## src/hdl/atlc_pkg.sv

```systemverilog
// ----------------------------------------------------------------------------
// atlc_pkg
// Shared widths, constants, codes and types of the tick latency compensator.
// ----------------------------------------------------------------------------
package atlc_pkg;

  // Field widths
  localparam int USEC_W  = 20;
  localparam int BIAS_W  = 20;
  localparam int DIG_W   = 4;
  localparam int SPAN_W  = 32;
  localparam int FIRE_W  = 14;
  localparam int LAT_W   = 17;
  localparam int BKT_W   = 3;
  localparam int BUCKETS = 8;

  // Timing constants in microseconds, and the averaging shift
  localparam int unsigned TICK_PERIOD_US_DEF  = 10000;
  localparam int unsigned US_PER_SECOND       = 1000000;
  localparam int unsigned GUARD_US            = 500;
  localparam int unsigned MIN_FRACTION_SAMPLE = 100;
  localparam int unsigned MAX_SAMPLE          = 80000;
  localparam int unsigned EMA_SHIFT           = 3;

  localparam logic [BKT_W-1:0] TOP_BUCKET = 3'd7;

  // Command codes
  localparam logic CMD_ARM  = 1'b0;
  localparam logic CMD_TICK = 1'b1;

  // One accepted input word
  typedef struct packed {
    logic                     command;
    logic [USEC_W-1:0]        now_usec;
    logic [DIG_W-1:0]         next_digits;
    logic signed [SPAN_W-1:0] measured_span;
    logic [DIG_W-1:0]         measured_digits;
    logic                     had_pixels;
  } item_t;

  // Read request to the average store: two registered read ports
  typedef struct packed {
    logic             en;
    logic [BKT_W-1:0] addr_a;
    logic [BKT_W-1:0] addr_b;
  } lat_rd_req_t;

  // Write request to the average store
  typedef struct packed {
    logic             en;
    logic [BKT_W-1:0] addr;
    logic [LAT_W-1:0] data;
  } lat_wr_req_t;

endpackage

```

## src/hdl/atlc_ifs.sv

```systemverilog
// ----------------------------------------------------------------------------
// atlc_ifs
// Valid/ready channel interfaces: input words, result words, configuration.
// ----------------------------------------------------------------------------
interface atlc_in_if;
  import atlc_pkg::*;

  logic                     valid;
  logic                     ready;
  logic                     command;
  logic [USEC_W-1:0]        now_usec;
  logic [DIG_W-1:0]         next_digits;
  logic signed [SPAN_W-1:0] measured_span;
  logic [DIG_W-1:0]         measured_digits;
  logic                     had_pixels;

  modport source (
    output valid, command, now_usec, next_digits, measured_span,
           measured_digits, had_pixels,
    input  ready
  );
  modport sink (
    input  valid, command, now_usec, next_digits, measured_span,
           measured_digits, had_pixels,
    output ready
  );
endinterface

interface atlc_out_if;
  import atlc_pkg::*;

  logic              valid;
  logic              ready;
  logic [FIRE_W-1:0] fire_delay_us;
  logic [LAT_W-1:0]  comp_latency_us;
  logic              sample_taken;

  modport source (
    output valid, fire_delay_us, comp_latency_us, sample_taken,
    input  ready
  );
  modport sink (
    input  valid, fire_delay_us, comp_latency_us, sample_taken,
    output ready
  );
endinterface

interface atlc_cfg_if;
  import atlc_pkg::*;

  logic              valid;
  logic              ready;
  logic [BIAS_W-1:0] data;

  modport source (output valid, data, input ready);
  modport sink   (input valid, data, output ready);
endinterface

```

## src/hdl/atlc_lat_mem.sv

```systemverilog
// ----------------------------------------------------------------------------
// atlc_lat_mem
// Eight-entry latency average store with two registered read ports, one
// write port, per-entry valid bits that stand in for the seed values, and a
// write-to-read bypass for a write landing on the same edge as a read.
// ----------------------------------------------------------------------------
module atlc_lat_mem (
  input  logic                           clk,
  input  logic                           rst_n,
  input  atlc_pkg::lat_rd_req_t          rd_req,
  input  atlc_pkg::lat_wr_req_t          wr_req,
  output logic [atlc_pkg::LAT_W-1:0]     rd_a_r,
  output logic [atlc_pkg::LAT_W-1:0]     rd_b_r
);
  import atlc_pkg::*;

  logic [LAT_W-1:0]   avg_mem [BUCKETS];
  logic [BUCKETS-1:0] vld_r;
  logic [BUCKETS-1:0] vld_nxt;

  // Seed average of each bucket after reset
  function automatic logic [LAT_W-1:0] avg_seed(input logic [BKT_W-1:0] b);
    logic [LAT_W-1:0] s;
    case (b)
      3'd0:    s = 17'd900;
      3'd1:    s = 17'd1800;
      3'd2:    s = 17'd3200;
      3'd3:    s = 17'd4600;
      3'd4:    s = 17'd6000;
      3'd5:    s = 17'd7400;
      3'd6:    s = 17'd8800;
      default: s = 17'd12800;
    endcase
    return s;
  endfunction

  // Store the written average
  always_ff @(posedge clk) begin
    if (wr_req.en) begin
      avg_mem[wr_req.addr] <= wr_req.data;
    end
  end

  // Mark an entry as written
  always_comb begin
    vld_nxt = vld_r;
    if (wr_req.en) begin
      vld_nxt[wr_req.addr] = 1'b1;
    end
  end

  always_ff @(posedge clk) begin
    if (!rst_n) begin
      vld_r <= '0;
    end else begin
      vld_r <= vld_nxt;
    end
  end

  // Registered reads; unwritten entries give the seed, a same-edge write wins
  always_ff @(posedge clk) begin
    if (rd_req.en) begin
      if (wr_req.en && (wr_req.addr == rd_req.addr_a)) begin
        rd_a_r <= wr_req.data;
      end else if (vld_r[rd_req.addr_a]) begin
        rd_a_r <= avg_mem[rd_req.addr_a];
      end else begin
        rd_a_r <= avg_seed(rd_req.addr_a);
      end
      if (wr_req.en && (wr_req.addr == rd_req.addr_b)) begin
        rd_b_r <= wr_req.data;
      end else if (vld_r[rd_req.addr_b]) begin
        rd_b_r <= avg_mem[rd_req.addr_b];
      end else begin
        rd_b_r <= avg_seed(rd_req.addr_b);
      end
    end
  end

endmodule

```

## src/hdl/adaptive_tick_latency_compensator.sv

```systemverilog
// ----------------------------------------------------------------------------
// adaptive_tick_latency_compensator
// Learns per-bucket draw latency and schedules the next display tick early.
// ----------------------------------------------------------------------------
//  Channel  | Dir | Handshake         | Word
//  ---------+-----+-------------------+------------------------------------------
//  in_ch    | in  | valid/ready       | command, now_usec, digits, span, pixels
//  out_ch   | out | valid/ready       | fire_delay_us, comp_latency_us, taken
//  cfg_ch   | in  | valid/ready       | scan_bias_us (always ready)
//
//  One word per cycle sustained while the output is taken; a result is offered
//  once its input has passed the input register and reciprocal multiply for the
//  tick phase, the remainder and average-store read, and the fold and arm into
//  the output register. The average store keeps valid bits, so it is usable
//  right after reset. rst_n is synchronous, active low. A stalled output backs
//  up stage by stage; the input keeps taking words while any stage has room.
// ----------------------------------------------------------------------------
module adaptive_tick_latency_compensator #(
  parameter int unsigned TICK_PERIOD_US = atlc_pkg::TICK_PERIOD_US_DEF
) (
  input  logic       clk,
  input  logic       rst_n,
  atlc_in_if.sink    in_ch,
  atlc_out_if.source out_ch,
  atlc_cfg_if.sink   cfg_ch
);
  import atlc_pkg::*;

  // Phase arithmetic derived from the tick period
  localparam int PER_W   = $clog2(TICK_PERIOD_US + 1);
  localparam int LOG_P   = $clog2(TICK_PERIOD_US);
  localparam int SHIFT   = USEC_W + LOG_P;
  localparam int RECIP_W = USEC_W + 1;
  localparam int PROD_W  = USEC_W + RECIP_W;
  localparam int Q_W     = USEC_W - LOG_P + 1;
  localparam int QP_W    = Q_W + PER_W;
  localparam int CROSS_W = USEC_W + 2;
  localparam logic [63:0] RECIP_FULL =
    ((64'd1 << SHIFT) + 64'(TICK_PERIOD_US) - 64'd1) / 64'(TICK_PERIOD_US);
  localparam logic [RECIP_W-1:0] RECIP  = RECIP_W'(RECIP_FULL);
  localparam logic [PER_W-1:0]   PERIOD = PER_W'(TICK_PERIOD_US);

  // Clamp a digit count to the top bucket
  function automatic logic [BKT_W-1:0] clamp_digits(input logic [DIG_W-1:0] d);
    logic [BKT_W-1:0] r;
    if (d > DIG_W'(TOP_BUCKET)) begin
      r = TOP_BUCKET;
    end else begin
      r = BKT_W'(d);
    end
    return r;
  endfunction

  // --------------------------------------------------------------------------
  // Stage control
  // --------------------------------------------------------------------------
  logic s1_v_r, s2_v_r, s3_v_r, out_v_r;
  logic s1_v_nxt, s2_v_nxt, s3_v_nxt, out_v_nxt;
  logic s1_adv, s2_adv, s3_adv, in_acc, in_ready;

  assign s3_adv   = s3_v_r && (!out_v_r || out_ch.ready);
  assign s2_adv   = s2_v_r && (!s3_v_r || s3_adv);
  assign s1_adv   = s1_v_r && (!s2_v_r || s2_adv);
  assign in_ready = !s1_v_r || s1_adv;
  assign in_acc   = in_ch.valid && in_ready;

  always_comb begin
    s1_v_nxt  = in_acc ? 1'b1 : (s1_adv ? 1'b0 : s1_v_r);
    s2_v_nxt  = s1_adv ? 1'b1 : (s2_adv ? 1'b0 : s2_v_r);
    s3_v_nxt  = s2_adv ? 1'b1 : (s3_adv ? 1'b0 : s3_v_r);
    out_v_nxt = s3_adv ? 1'b1 : (out_ch.ready ? 1'b0 : out_v_r);
  end

  always_ff @(posedge clk) begin
    if (!rst_n) begin
      s1_v_r  <= 1'b0;
      s2_v_r  <= 1'b0;
      s3_v_r  <= 1'b0;
      out_v_r <= 1'b0;
    end else begin
      s1_v_r  <= s1_v_nxt;
      s2_v_r  <= s2_v_nxt;
      s3_v_r  <= s3_v_nxt;
      out_v_r <= out_v_nxt;
    end
  end

  // --------------------------------------------------------------------------
  // Configuration: scan bias
  // --------------------------------------------------------------------------
  logic [BIAS_W-1:0] bias_r;
  logic [BIAS_W-1:0] bias_nxt;

  assign cfg_ch.ready = 1'b1;
  assign bias_nxt     = cfg_ch.valid ? cfg_ch.data : bias_r;

  always_ff @(posedge clk) begin
    if (!rst_n) begin
      bias_r <= '0;
    end else begin
      bias_r <= bias_nxt;
    end
  end

  // --------------------------------------------------------------------------
  // Stage 1: capture the word, estimate the tick quotient
  // --------------------------------------------------------------------------
  item_t             s1_item_r;
  logic [PROD_W-1:0] s1_prod;
  logic [Q_W-1:0]    s1_q;

  always_ff @(posedge clk) begin
    if (in_acc) begin
      s1_item_r.command         <= in_ch.command;
      s1_item_r.now_usec        <= in_ch.now_usec;
      s1_item_r.next_digits     <= in_ch.next_digits;
      s1_item_r.measured_span   <= in_ch.measured_span;
      s1_item_r.measured_digits <= in_ch.measured_digits;
      s1_item_r.had_pixels      <= in_ch.had_pixels;
    end
  end

  assign s1_prod = PROD_W'(s1_item_r.now_usec) * PROD_W'(RECIP);
  assign s1_q    = s1_prod[SHIFT +: Q_W];

  // --------------------------------------------------------------------------
  // Stage 2: phase remainder, crossing test, bucket pick, store read
  // --------------------------------------------------------------------------
  item_t             s2_item_r;
  logic [Q_W-1:0]    s2_q_r;
  logic [QP_W-1:0]   s2_qp;
  logic [USEC_W:0]   s2_rem_raw;
  logic [USEC_W:0]   s2_rem_fix;
  logic [PER_W-1:0]  s2_rem;
  logic [PER_W-1:0]  s2_to_tick;
  logic [CROSS_W-1:0] s2_cross_sum;
  logic              s2_crosses;
  logic [BKT_W-1:0]  s2_bucket;
  logic [BKT_W-1:0]  s2_mdig;
  lat_rd_req_t       rd_req;

  always_ff @(posedge clk) begin
    if (s1_adv) begin
      s2_item_r <= s1_item_r;
      s2_q_r    <= s1_q;
    end
  end

  // Remainder with one correction step
  assign s2_qp      = QP_W'(s2_q_r) * QP_W'(PERIOD);
  assign s2_rem_raw = {1'b0, s2_item_r.now_usec} - (USEC_W + 1)'(s2_qp);
  assign s2_rem_fix = (s2_rem_raw >= (USEC_W + 1)'(PERIOD)) ?
                      s2_rem_raw - (USEC_W + 1)'(PERIOD) : s2_rem_raw;
  assign s2_rem     = PER_W'(s2_rem_fix);
  assign s2_to_tick = PERIOD - s2_rem;

  // Next tick lands in a new second: use the predicted digit bucket
  assign s2_cross_sum = CROSS_W'(s2_item_r.now_usec) + CROSS_W'(s2_to_tick)
                      + CROSS_W'(bias_r);
  assign s2_crosses   = s2_cross_sum >= CROSS_W'(US_PER_SECOND);
  assign s2_bucket    = s2_crosses ? clamp_digits(s2_item_r.next_digits)
                                   : '0;
  assign s2_mdig      = clamp_digits(s2_item_r.measured_digits);

  assign rd_req.en     = s2_adv;
  assign rd_req.addr_a = s2_mdig;
  assign rd_req.addr_b = s2_bucket;

  // --------------------------------------------------------------------------
  // Stage 3: fold the sample, arm with the (possibly fresh) average
  // --------------------------------------------------------------------------
  logic                     s3_cmd_r;
  logic signed [SPAN_W-1:0] s3_span_r;
  logic [BKT_W-1:0]         s3_mdig_r;
  logic                     s3_pix_r;
  logic [BKT_W-1:0]         s3_bucket_r;
  logic [PER_W-1:0]         s3_to_tick_r;
  logic [LAT_W-1:0]         rd_a_r, rd_b_r;
  logic                     skip_r, skip_nxt;

  logic [SPAN_W-2:0]        s3_measured;
  logic [SPAN_W-2:0]        s3_min_ok;
  logic                     s3_take;
  logic [LAT_W:0]           s3_avg_sum;
  logic [LAT_W-1:0]         s3_avg_new;
  logic [LAT_W-1:0]         s3_lat_sel;
  logic [LAT_W-1:0]         s3_lat_app;
  logic [LAT_W-1:0]         s3_to_tick_w;
  logic [LAT_W-1:0]         s3_delay_raw;
  logic [LAT_W-1:0]         s3_delay;
  lat_wr_req_t              wr_req;

  always_ff @(posedge clk) begin
    if (s2_adv) begin
      s3_cmd_r     <= s2_item_r.command;
      s3_span_r    <= s2_item_r.measured_span;
      s3_mdig_r    <= s2_mdig;
      s3_pix_r     <= s2_item_r.had_pixels;
      s3_bucket_r  <= s2_bucket;
      s3_to_tick_r <= s2_to_tick;
    end
  end

  atlc_lat_mem u_lat_mem (
    .clk    (clk),
    .rst_n  (rst_n),
    .rd_req (rd_req),
    .wr_req (wr_req),
    .rd_a_r (rd_a_r),
    .rd_b_r (rd_b_r)
  );

  // Guard bounds on the sample
  assign s3_measured = s3_span_r[SPAN_W-1] ? '0 : s3_span_r[SPAN_W-2:0];
  assign s3_min_ok   = (s3_mdig_r == '0) ? (SPAN_W - 1)'(MIN_FRACTION_SAMPLE)
                                         : (SPAN_W - 1)'(GUARD_US);
  assign s3_take     = (s3_cmd_r == CMD_TICK) && !skip_r && s3_pix_r
                    && (s3_measured >= s3_min_ok)
                    && (s3_measured < (SPAN_W - 1)'(MAX_SAMPLE));

  // Average with weight 1/8
  assign s3_avg_sum = (LAT_W + 1)'(rd_a_r) - (LAT_W + 1)'(rd_a_r >> EMA_SHIFT)
                    + (LAT_W + 1)'(s3_measured >> EMA_SHIFT);
  assign s3_avg_new = s3_avg_sum[LAT_W-1:0];

  // Forward a fresh fold into the arm bucket
  assign s3_lat_sel = (s3_take && (s3_mdig_r == s3_bucket_r)) ? s3_avg_new
                                                              : rd_b_r;

  // Leave the guard time before the tick
  assign s3_to_tick_w = LAT_W'(s3_to_tick_r);
  always_comb begin
    s3_lat_app = s3_lat_sel;
    if ((LAT_W + 1)'(s3_lat_sel) + (LAT_W + 1)'(GUARD_US) >
        (LAT_W + 1)'(s3_to_tick_r)) begin
      s3_lat_app = (s3_to_tick_r > PER_W'(GUARD_US)) ?
                   LAT_W'(s3_to_tick_r - PER_W'(GUARD_US)) : '0;
    end
  end

  // Raise a too-soon fire to the guard time
  assign s3_delay_raw = (s3_to_tick_w > s3_lat_app) ? s3_to_tick_w - s3_lat_app
                                                    : '0;
  assign s3_delay     = (s3_delay_raw < LAT_W'(GUARD_US)) ? LAT_W'(GUARD_US)
                                                          : s3_delay_raw;

  assign wr_req.en   = s3_adv && s3_take;
  assign wr_req.addr = s3_mdig_r;
  assign wr_req.data = s3_avg_new;

  // Arm sets the skip flag, every tick clears it
  assign skip_nxt = s3_adv ? (s3_cmd_r == CMD_ARM) : skip_r;

  always_ff @(posedge clk) begin
    if (!rst_n) begin
      skip_r <= 1'b1;
    end else begin
      skip_r <= skip_nxt;
    end
  end

  // --------------------------------------------------------------------------
  // Output register
  // --------------------------------------------------------------------------
  logic [FIRE_W-1:0] out_fire_r;
  logic [LAT_W-1:0]  out_lat_r;
  logic              out_taken_r;

  always_ff @(posedge clk) begin
    if (s3_adv) begin
      out_fire_r  <= FIRE_W'(s3_delay);
      out_lat_r   <= s3_lat_app;
      out_taken_r <= s3_take;
    end
  end

  assign in_ch.ready            = in_ready;
  assign out_ch.valid           = out_v_r;
  assign out_ch.fire_delay_us   = out_fire_r;
  assign out_ch.comp_latency_us = out_lat_r;
  assign out_ch.sample_taken    = out_taken_r;

  // --------------------------------------------------------------------------
  // Assertions
  // --------------------------------------------------------------------------
  // Reciprocal quotient plus correction yields a true remainder
  a_rem_bound: assert property (@(posedge clk) disable iff (!rst_n)
    s2_v_r |-> (s2_rem_fix < (USEC_W + 1)'(PERIOD)))
    else $error("tick phase remainder out of range");

  // Applied latency is zero or leaves the guard time before the tick
  a_lat_guard: assert property (@(posedge clk) disable iff (!rst_n)
    s3_v_r |-> ((s3_lat_app == '0) ||
                ((LAT_W + 1)'(s3_lat_app) + (LAT_W + 1)'(GUARD_US) <=
                 (LAT_W + 1)'(s3_to_tick_r))))
    else $error("applied latency eats into the guard time");

  // A word leaving the last stage is offered on the output next cycle
  a_out_load: assert property (@(posedge clk) disable iff (!rst_n)
    s3_adv |=> out_v_r)
    else $error("result lost between last stage and output register");

  // The store is written only by an advancing tick word
  a_wr_tick: assert property (@(posedge clk) disable iff (!rst_n)
    wr_req.en |-> (s3_v_r && (s3_cmd_r == CMD_TICK) && !skip_r))
    else $error("average written outside an accepted tick sample");

endmodule
```

## src/flat_wrapper.sv

```systemverilog
// flat-port wrapper written by rule: the top's interface ports become plain ports
module adaptive_tick_latency_compensator_flat import atlc_pkg::*;
#(
  parameter int unsigned TICK_PERIOD_US = atlc_pkg::TICK_PERIOD_US_DEF
)
  (clk, rst_n, in_ch_valid, in_ch_command, in_ch_now_usec, in_ch_next_digits, in_ch_measured_span, in_ch_measured_digits, in_ch_had_pixels, in_ch_ready, out_ch_valid, out_ch_fire_delay_us, out_ch_comp_latency_us, out_ch_sample_taken, out_ch_ready, cfg_ch_valid, cfg_ch_data, cfg_ch_ready);
  atlc_in_if in_ch_i ();
  atlc_out_if out_ch_i ();
  atlc_cfg_if cfg_ch_i ();
  input  logic clk;
  input  logic rst_n;
  input wire logic [$bits(in_ch_i.valid)-1:0] in_ch_valid;
  input wire logic [$bits(in_ch_i.command)-1:0] in_ch_command;
  input wire logic [$bits(in_ch_i.now_usec)-1:0] in_ch_now_usec;
  input wire logic [$bits(in_ch_i.next_digits)-1:0] in_ch_next_digits;
  input wire logic [$bits(in_ch_i.measured_span)-1:0] in_ch_measured_span;
  input wire logic [$bits(in_ch_i.measured_digits)-1:0] in_ch_measured_digits;
  input wire logic [$bits(in_ch_i.had_pixels)-1:0] in_ch_had_pixels;
  output wire logic [$bits(in_ch_i.ready)-1:0] in_ch_ready;
  output wire logic [$bits(out_ch_i.valid)-1:0] out_ch_valid;
  output wire logic [$bits(out_ch_i.fire_delay_us)-1:0] out_ch_fire_delay_us;
  output wire logic [$bits(out_ch_i.comp_latency_us)-1:0] out_ch_comp_latency_us;
  output wire logic [$bits(out_ch_i.sample_taken)-1:0] out_ch_sample_taken;
  input wire logic [$bits(out_ch_i.ready)-1:0] out_ch_ready;
  input wire logic [$bits(cfg_ch_i.valid)-1:0] cfg_ch_valid;
  input wire logic [$bits(cfg_ch_i.data)-1:0] cfg_ch_data;
  output wire logic [$bits(cfg_ch_i.ready)-1:0] cfg_ch_ready;
  assign in_ch_i.valid = in_ch_valid;
  assign in_ch_i.command = in_ch_command;
  assign in_ch_i.now_usec = in_ch_now_usec;
  assign in_ch_i.next_digits = in_ch_next_digits;
  assign in_ch_i.measured_span = in_ch_measured_span;
  assign in_ch_i.measured_digits = in_ch_measured_digits;
  assign in_ch_i.had_pixels = in_ch_had_pixels;
  assign in_ch_ready = in_ch_i.ready;
  assign out_ch_valid = out_ch_i.valid;
  assign out_ch_fire_delay_us = out_ch_i.fire_delay_us;
  assign out_ch_comp_latency_us = out_ch_i.comp_latency_us;
  assign out_ch_sample_taken = out_ch_i.sample_taken;
  assign out_ch_i.ready = out_ch_ready;
  assign cfg_ch_i.valid = cfg_ch_valid;
  assign cfg_ch_i.data = cfg_ch_data;
  assign cfg_ch_ready = cfg_ch_i.ready;
  adaptive_tick_latency_compensator #(.TICK_PERIOD_US(TICK_PERIOD_US)) u_core (.clk(clk), .rst_n(rst_n), .in_ch(in_ch_i), .out_ch(out_ch_i), .cfg_ch(cfg_ch_i));
endmodule
```

## config.mk

```make
export PLATFORM = sky130hd
export DESIGN_NAME = adaptive_tick_latency_compensator_flat
export DESIGN_NICKNAME = d
export VERILOG_FILES = /design/src/hdl/atlc_pkg.sv /design/src/hdl/atlc_ifs.sv /design/src/hdl/atlc_lat_mem.sv /design/src/hdl/adaptive_tick_latency_compensator.sv /design/src/flat_wrapper.sv
export SDC_FILE = /design/constraint.sdc
export NUM_CORES = 1
export LEC_CHECK = 0
export ABC_AREA = 1
export BUFFER_PORTS_ARGS = -buffer_cell sky130_fd_sc_hd__buf_4
export CORE_MARGIN = 2
export CORE_UTILIZATION = 58
export CTS_CLUSTER_DIAMETER = 80
export DETAILED_ROUTE_END_ITERATION = 8
export MAX_ROUTING_LAYER = met4
export PLACE_DENSITY = 0.75
export SYNTH_ARGS = -nofsm -noshare
export SYNTH_HDL_FRONTEND = slang
export SYNTH_SLANG_ARGS = --single-unit
```

## constraint.sdc

```tcl
create_clock -name clk -period 11.4 [get_ports clk]
set_input_delay 0.57 -clock clk [delete_from_list [all_inputs] [get_ports clk]]
set_output_delay 0.57 -clock clk [all_outputs]
set_load 0.02 [all_outputs]
```

==> results of run 1 <==
-- cell type report --
| cell class | instances | share of cell area, % |
|---|---|---|
| flip-flops and latches | 413 | 34.64 |
| clock inverters | 35 | 1.381 |
| repair buffers | 160 | 3.465 |
| repair inverters | 1 | 0.02152 |
| clock buffers | 49 | 3.272 |
| well taps | 696 | 2.497 |
| inverters | 587 | 6.339 |
| multi-input cells | 2350 | 48.39 |
-- cell families after synthesis --
family / after synthesis / synth area share, %
other: 1 / 0.01195
buffers and inverters: 656 / 8.051
adders and majority gates: 515 / 24.83
xor gates and xnor gates: 99 / 2.762
muxes: 2 / 0.06377
AOI/OAI and AO/OA: 447 / 8.362
and+or+nand+nor: 1286 / 17.43
DFF: 413 / 38.49
-- repair_timing --
action                                  CTS  global route
setup buffers                             0             5
hold buffers                              0             0
resized for setup                         0            23
endpoints found under the hold margin     0             0
endpoints found under the setup margin    0            17
-- registers in the layout, indices dropped and copies added (netlist names), 3 cells and up --
name / count
u_core.bias_r: 19
u_core.out_ch.comp_latency_us: 17
u_core.out_ch.fire_delay_us: 14
u_core.s1_item_r: 60
u_core.s2_item_r: 60
u_core.s2_q_r: 7
u_core.s3_bucket_r: 3
u_core.s3_mdig_r: 3
u_core.s3_span_r: 30
u_core.s3_to_tick_r: 14
u_core.u_lat_mem.avg_mem: 136
u_core.u_lat_mem.rd_a_r: 17
u_core.u_lat_mem.rd_b_r: 17
u_core.u_lat_mem.vld_r: 8
-- how the worst max path moves through the flow --
stage / from / endpoint / slack [ps] / cells after the start
floorplan: u_core.s2_q_r[4] / u_core.u_lat_mem.rd_b_r[10] / 2100 / 59
global placement: u_core.s2_q_r[4] / u_core.u_lat_mem.rd_b_r[15] / 420 / 59
detailed placement: u_core.s2_q_r[4] / u_core.u_lat_mem.rd_b_r[15] / 220 / 59
CTS: u_core.s2_q_r[4] / u_core.u_lat_mem.rd_b_r[15] / 140 / 59
global route: u_core.s2_q_r[4] / u_core.u_lat_mem.rd_b_r[9] / -20 / 63
finish: u_core.s2_q_r[4] / u_core.u_lat_mem.rd_b_r[2] / 900 / 61
-- stage by stage --
step           setup WS [ps]  hold WS, ps  std cells  utilization, %
2_1_floorplan           2101        400.3       3419               -
3_3_place_gp           418.4        400.2       4201           61.69
3_5_place_dp           218.4        404.5       4201           61.69
4_1_cts                139.5        119.3       4285           64.72
5_1_grt               -16.12        133.7       4291           64.94
6_report               900.3        140.9       4291           64.94
-- cells in the mapped netlist, drive strengths merged (12+ instances only) --
| cell | number | share of area [%] |
|---|---|---|
| inv | 585 | 7.0 |
| a21oi | 152 | 2.5 |
| nand3 | 139 | 2.3 |
| xor2 | 70 | 2.0 |
| ha | 335 | 13 |
| or2 | 17 | 0.34 |
| nor3 | 29 | 0.49 |
| o211ai | 12 | 0.29 |
| o22ai | 27 | 0.54 |
| nand4 | 93 | 1.9 |
| nor2 | 270 | 3.3 |
| fa | 180 | 11 |
| dfxtp | 32 | 2.0 |
| nand2 | 715 | 8.7 |
| o21ai | 168 | 2.9 |
| buf | 22 | 0.46 |
| clkbuf | 47 | 0.56 |
| xnor2 | 29 | 0.81 |
| edfxtp | 381 | 36 |
| a22oi | 19 | 0.45 |
| nand3b | 13 | 0.31 |
-- worst max-delay path, delay by kind of cell (launching register included) --
kind | cells | cell delay (ps)
flip-flops | 1 | 500
XOR/XNOR | 5 | 830
AO/OA/AOI/OAI | 10 | 1740
adder cells (fa/ha/maj) | 8 | 2900
AND/OR/NAND/NOR | 33 | 3540
buffers and inverters | 5 | 730
-- metal layers --
metal,vias up,part of all wire [%]
met1,11396,40
met5,-,0
met2,973,48
li1,11656,-
met4,0,4.1
met3,220,7.3
==> results.toml, run 1 <==
[detailed_routing]
firstDrtPassIters = 8
detail_route.wl_per_cell_um = 18.95
antenna_left = 0
route.vias.total = 24245
vias_per_cell = 5.650
iteration_0_drc_count_of_the_detailed_router = 2192
drc_errors = 0
wl_um = 81300

[floorplan]
die-area_um2 = 56000
initial_core_util_pct = 58.45
site_rows = 85
boundaryPins = 122
floorplan.core_area_um2 = 53710
die_y_um = 236.7
width_of_the_die_um = 236.7

[place]
dpl_cell_area_um2 = 33130
detailedPlacementHpwl_um = 61980
place.gp.congestion = 0.9442
placement.io_buffers = 117

[logic_synthesis]
syn_area_per_cell_um2 = 9.182
prevailing_post_synth_register_cell = "sky130_fd_sc_hd__edfxtp_1"
synth_seq_area_share_pct = 38.49
synthesis.yosys.warnings = 0
mapped_cell_area_um2 = 31390
synth.distinct_cells = 60
number_of_enable_flip_flop_cells_after_synthesis = 381
synth_cells = 3419
async_flop_share_pct = 0
ys_ff_latch = 413
mappedNetlistNets = 4021

[timing]
max_freq_mhz = 95.24
timing.final.crit_period_ps = 10500
clock-skew-final_ps = 40.37
worst_margin_slew_ps = 977.2
drv_slew = 0
setup_tns_ps = 0
fin_crit_sh_pct = 92.10
final-setup-viol-count = 0
hold_violations = 0
relSlewSlack_pct = 34.61

[worst_setup_path]
crit_required_ps = 11760
worst_setup_path_start_kind = "flop"
worstSetupPathType = "reg2reg"
crit-reg2reg-capture = "u_core.u_lat_mem.rd_b_r[2]"
cp.arrival_ps = 10850
endpoint_kind = "flop"
reg2regPathDepth = 61
ff2ff_setup_slack_ps = 900
crit_path_top_delay_cell = "sky130_fd_sc_hd__fa_1"
crit_path_frequent_cell = "sky130_fd_sc_hd__nand2_1"
slowest_delay_ps = 520
worst-path-max-fanout = 14
r2r_start = "u_core.s2_q_r[4]"

[layout]
final_design_area_no_fill_um2 = 34880
num-fill-cells = 4337
final_layout_size_suffix_gt1_share_pct = 9.152
antenna_cells = 0
register_area_um2 = 12080
final_common_cell = "sky130_fd_sc_hd__nand2_1"
finish.net_count = 4160
multi_input_comb_area_um2 = 16880
final_cell_mix = "sky130_fd_sc_hd__nand2_1 (701), sky130_fd_sc_hd__inv_1 (565), sky130_fd_sc_hd__edfxtp_1 (381), sky130_fd_sc_hd__ha_1 (335), sky130_fd_sc_hd__nor2_1 (256)"
area_growth_syn_to_layout_pct = 11.11

[global_routing]
met2_usage_pct = 50.07
grt.overflow.total = 0
global_route_wire_length_before_repair_um = 127200
grt_max_degree = 61
global_route.usage.met1_pct = 37.67
met3_resource_use_gr_pct = 3.661
global_route.peak_usage_layer = "met2"
first_global_vias = 23875
grt_antenna_before_repair = 0
groute.usage.overall_pct = 30.10

[hold_path]
hp-start = "in_ch_next_digits[2]"
hold_class = "in2reg"
worst_hold_path_ep = "u_core.s1_item_r[39]"
hold-path-cell-count = 1

[clock_tree]
cts-buffers-inserted = 45
clock-sinks = 413
latest_clock_arrival_within_the_worst_skew_pair_ps = 610
clockRootBuffer = "sky130_fd_sc_hd__clkbuf_16"
cts_tree = "built"
clock_tree.buffer_depth = 3
htreeDepth = 2
path_clk_slew_ps = 60

[job]
drv_cap = 0

[outcome]
outcome = "completed"
Power of run 1 is not shown: default switching activity piles up to over one toggle a cycle in this logic, so the estimate is an artifact.
==> run 2, diff against run 1 <==
Settings changed: SYNTH_HIERARCHICAL set to 1.
==> run 2 against run 1 <==
Flip-flop and latch count grew 1. Clock-buffer cell count grew 16. Utilization grew 0.073 points. Sequential share of layout area shrank 0.19 points. Area after synthesis grew 1.4%. Register-to-register slack gained 20 ps. Routed wire length shrank 5.0%. Clock skew shrank 13 ps.
==> results.toml, run 2 <==
[outcome]
outcome = "completed"

[layout]
layout_top_registers = "u_core/u_lat_mem/avg_mem (136), u_core/s1_item_r (60), u_core/s2_item_r (60)"
fin_util_pct = 65.02
area_growth_syn_to_layout_pct = 10.33
antenna_cells = 0
final_common_cell = "sky130_fd_sc_hd__nand2_1"
final_design_area_no_fill_um2 = 35130
finish.net_count = 4363
register_area_um2 = 12100
num-fill-cells = 4403
final_layout_size_suffix_gt1_share_pct = 8.724
final_cell_mix = "sky130_fd_sc_hd__nand2_1 (1221), sky130_fd_sc_hd__inv_1 (541), sky130_fd_sc_hd__edfxtp_1 (381), sky130_fd_sc_hd__ha_1 (329), sky130_fd_sc_hd__nor2_1 (225)"
largest_register_ffs = 136
multi_input_comb_area_um2 = 17300
top_register = "u_core/u_lat_mem/avg_mem"

[worst_setup_path]
endpoint_kind = "flop"
crit_path_frequent_cell = "sky130_fd_sc_hd__nand2_1"
worstSetupPathType = "reg2reg"
cp.arrival_ps = 10950
crit_path_top_delay_cell = "sky130_fd_sc_hd__edfxtp_1"
crit_required_ps = 11870
cpLargestDelayFamily = "adder cells"
worst-path-max-fanout = 18
worst_setup_path_start_kind = "flop"
cp_num_buf_inv = 8
slowest_delay_ps = 540

[floorplan]
initial_core_util_pct = 58.93
floorplan.core_area_um2 = 54030
die_y_um = 238.3
width_of_the_die_um = 238.3
site_rows = 85
die-area_um2 = 56780
boundaryPins = 122

[timing]
fin_crit_sh_pct = 91.92
drv_slew = 0
setup_tns_ps = 0
unrepaired_setup_endpoints_after_global_routing = "no"
relSlewSlack_pct = 29.39
final-setup-viol-count = 0
hold_violations = 0
max_freq_mhz = 95.43
clock-skew-final_ps = 27.32
timing.final.crit_period_ps = 10480
layout_setup_ws_ps = 921.2
worst_margin_slew_ps = 1059

[clock_tree]
cts_repair_resize_count = 0
cts_tree = "built"
path_clk_slew_ps = 60
hold_buffers = 0
cts-buffers-inserted = 48
cts.repair_timing.setup_buffer_count = 0
clockRootBuffer = "sky130_fd_sc_hd__clkbuf_16"
clock_tree.buffer_depth = 3
htreeDepth = 2
clock-sinks = 414
latest_clock_arrival_within_the_worst_skew_pair_ps = 600

[logic_synthesis]
yosysMostFrequentCell = "sky130_fd_sc_hd__nand2_1"
mappedNetlistNets = 4228
synth_cells = 3622
number_of_enable_flip_flop_cells_after_synthesis = 381
synthTopCellsByArea = "sky130_fd_sc_hd__edfxtp_1 (36%), sky130_fd_sc_hd__nand2_1 (14%), sky130_fd_sc_hd__ha_1 (13%), sky130_fd_sc_hd__fa_1 (12%), sky130_fd_sc_hd__inv_1 (6.4%)"
ys_ff_latch = 414
prevailing_post_synth_register_cell = "sky130_fd_sc_hd__edfxtp_1"
synth.top_cells.by_count = "sky130_fd_sc_hd__nand2_1 (1223), sky130_fd_sc_hd__inv_1 (543), sky130_fd_sc_hd__edfxtp_1 (381)"
synth_seq_area_share_pct = 38.01
mapped_cell_area_um2 = 31840
synth.distinct_cells = 56
synthesis.yosys.warnings = 6
library_cell_occupying_the_most_area_in_the_post_synthesis_netlist = "sky130_fd_sc_hd__edfxtp_1"
syn_area_per_cell_um2 = 8.790
share_of_yosys_cell_area_claimed_by_the_top_area_cell_type_pct = 35.94
async_flop_share_pct = 0

[detailed_routing]
vias_per_cell = 5.461
antenna_left = 0
iteration_0_drc_count_of_the_detailed_router = 2016
route.vias.total = 24519
drc_errors = 0
firstDrtPassIters = 6
detail_route.wl_per_cell_um = 17.20
wl_um = 77250

[hold_path]
hold_class = "in2reg"

[global_routing]
grt.overflow.total = 0
grt_max_degree = 61
groute.usage.overall_pct = 28.93
grt_antenna_before_repair = 0
global_route_wire_length_before_repair_um = 124800
first_global_vias = 24506

[job]
drv_cap = 0

[place]
place.gp.congestion = 0.9552
detailedPlacementHpwl_um = 57630
placement.io_buffers = 118
pre_cts_slack_ps = 528.3
dpl_cell_area_um2 = 33500
[run 2: changes by cell type after synthesis, sizes merged, moves of 30 or more]
cell    previous run  this run
o21ai            168        97
nand4             93        63
buf               22        56
nand3            139       100
clkbuf            47        12
nand2            715      1242
[run 2: layout make-up]
class / instances / share of cell area, %
Multi-Input combinational cell: 2581 / 49.24
Sequential cell: 414 / 34.45
Inverter: 559 / 5.991
Clock buffer: 65 / 3.868
Timing Repair Buffer: 153 / 3.323
Tap cell: 696 / 2.479
Clock inverter: 22 / 0.6483
[run 2: logic make-up after synthesis]
group                    share of synthesized area, %
AO/OA/AOI/OAI                                   4.909
XOR/XNOR                                        2.393
adder cells (fa/ha/maj)                         24.88
buffers and inverters                           7.836
flip-flops                                      38.01
multiplexers                                  0.06288
other                                         0.01178
AND/OR/NAND/NOR                                 21.90
[run 2: worst paths after layout]
path / start / to / slack, ps / depth (start not counted)
max reg2reg: u_core/s2_q_r[5] / u_core/u_lat_mem/rd_b_r[10] / 920 / 56
max: u_core/s2_q_r[5] / u_core/u_lat_mem/rd_b_r[10] / 920 / 56
min: in_ch_now_usec[9] / u_core/s1_item_r[50] / 160 / 1
min reg2reg: u_core/s1_item_r[36] / u_core/s2_item_r[36] / 410 / 0
[run 2: through the flow]
step / std cells / hold WS, ps
6_report: 4490 / 155.5
5_1_grt: 4490 / 136.2
4_1_cts: 4490 / 127.3
3_5_place_dp: 4403 / 404.5
3_3_place_gp: 4403 / 400.8
2_1_floorplan: 3622 / 400.3
[run 2: metal layers]
metal / part of all wire (%) / GRT usage, % / vias up
li1: - / - / 11894
met1: 42 / 37.97 / 11447
met3: 8.3 / 4.408 / 195
met2: 46 / 45.53 / 983
met4: 3.9 / 11.38 / 0
met5: 0 / - / -
Power of run 2 is left out for the same reason.
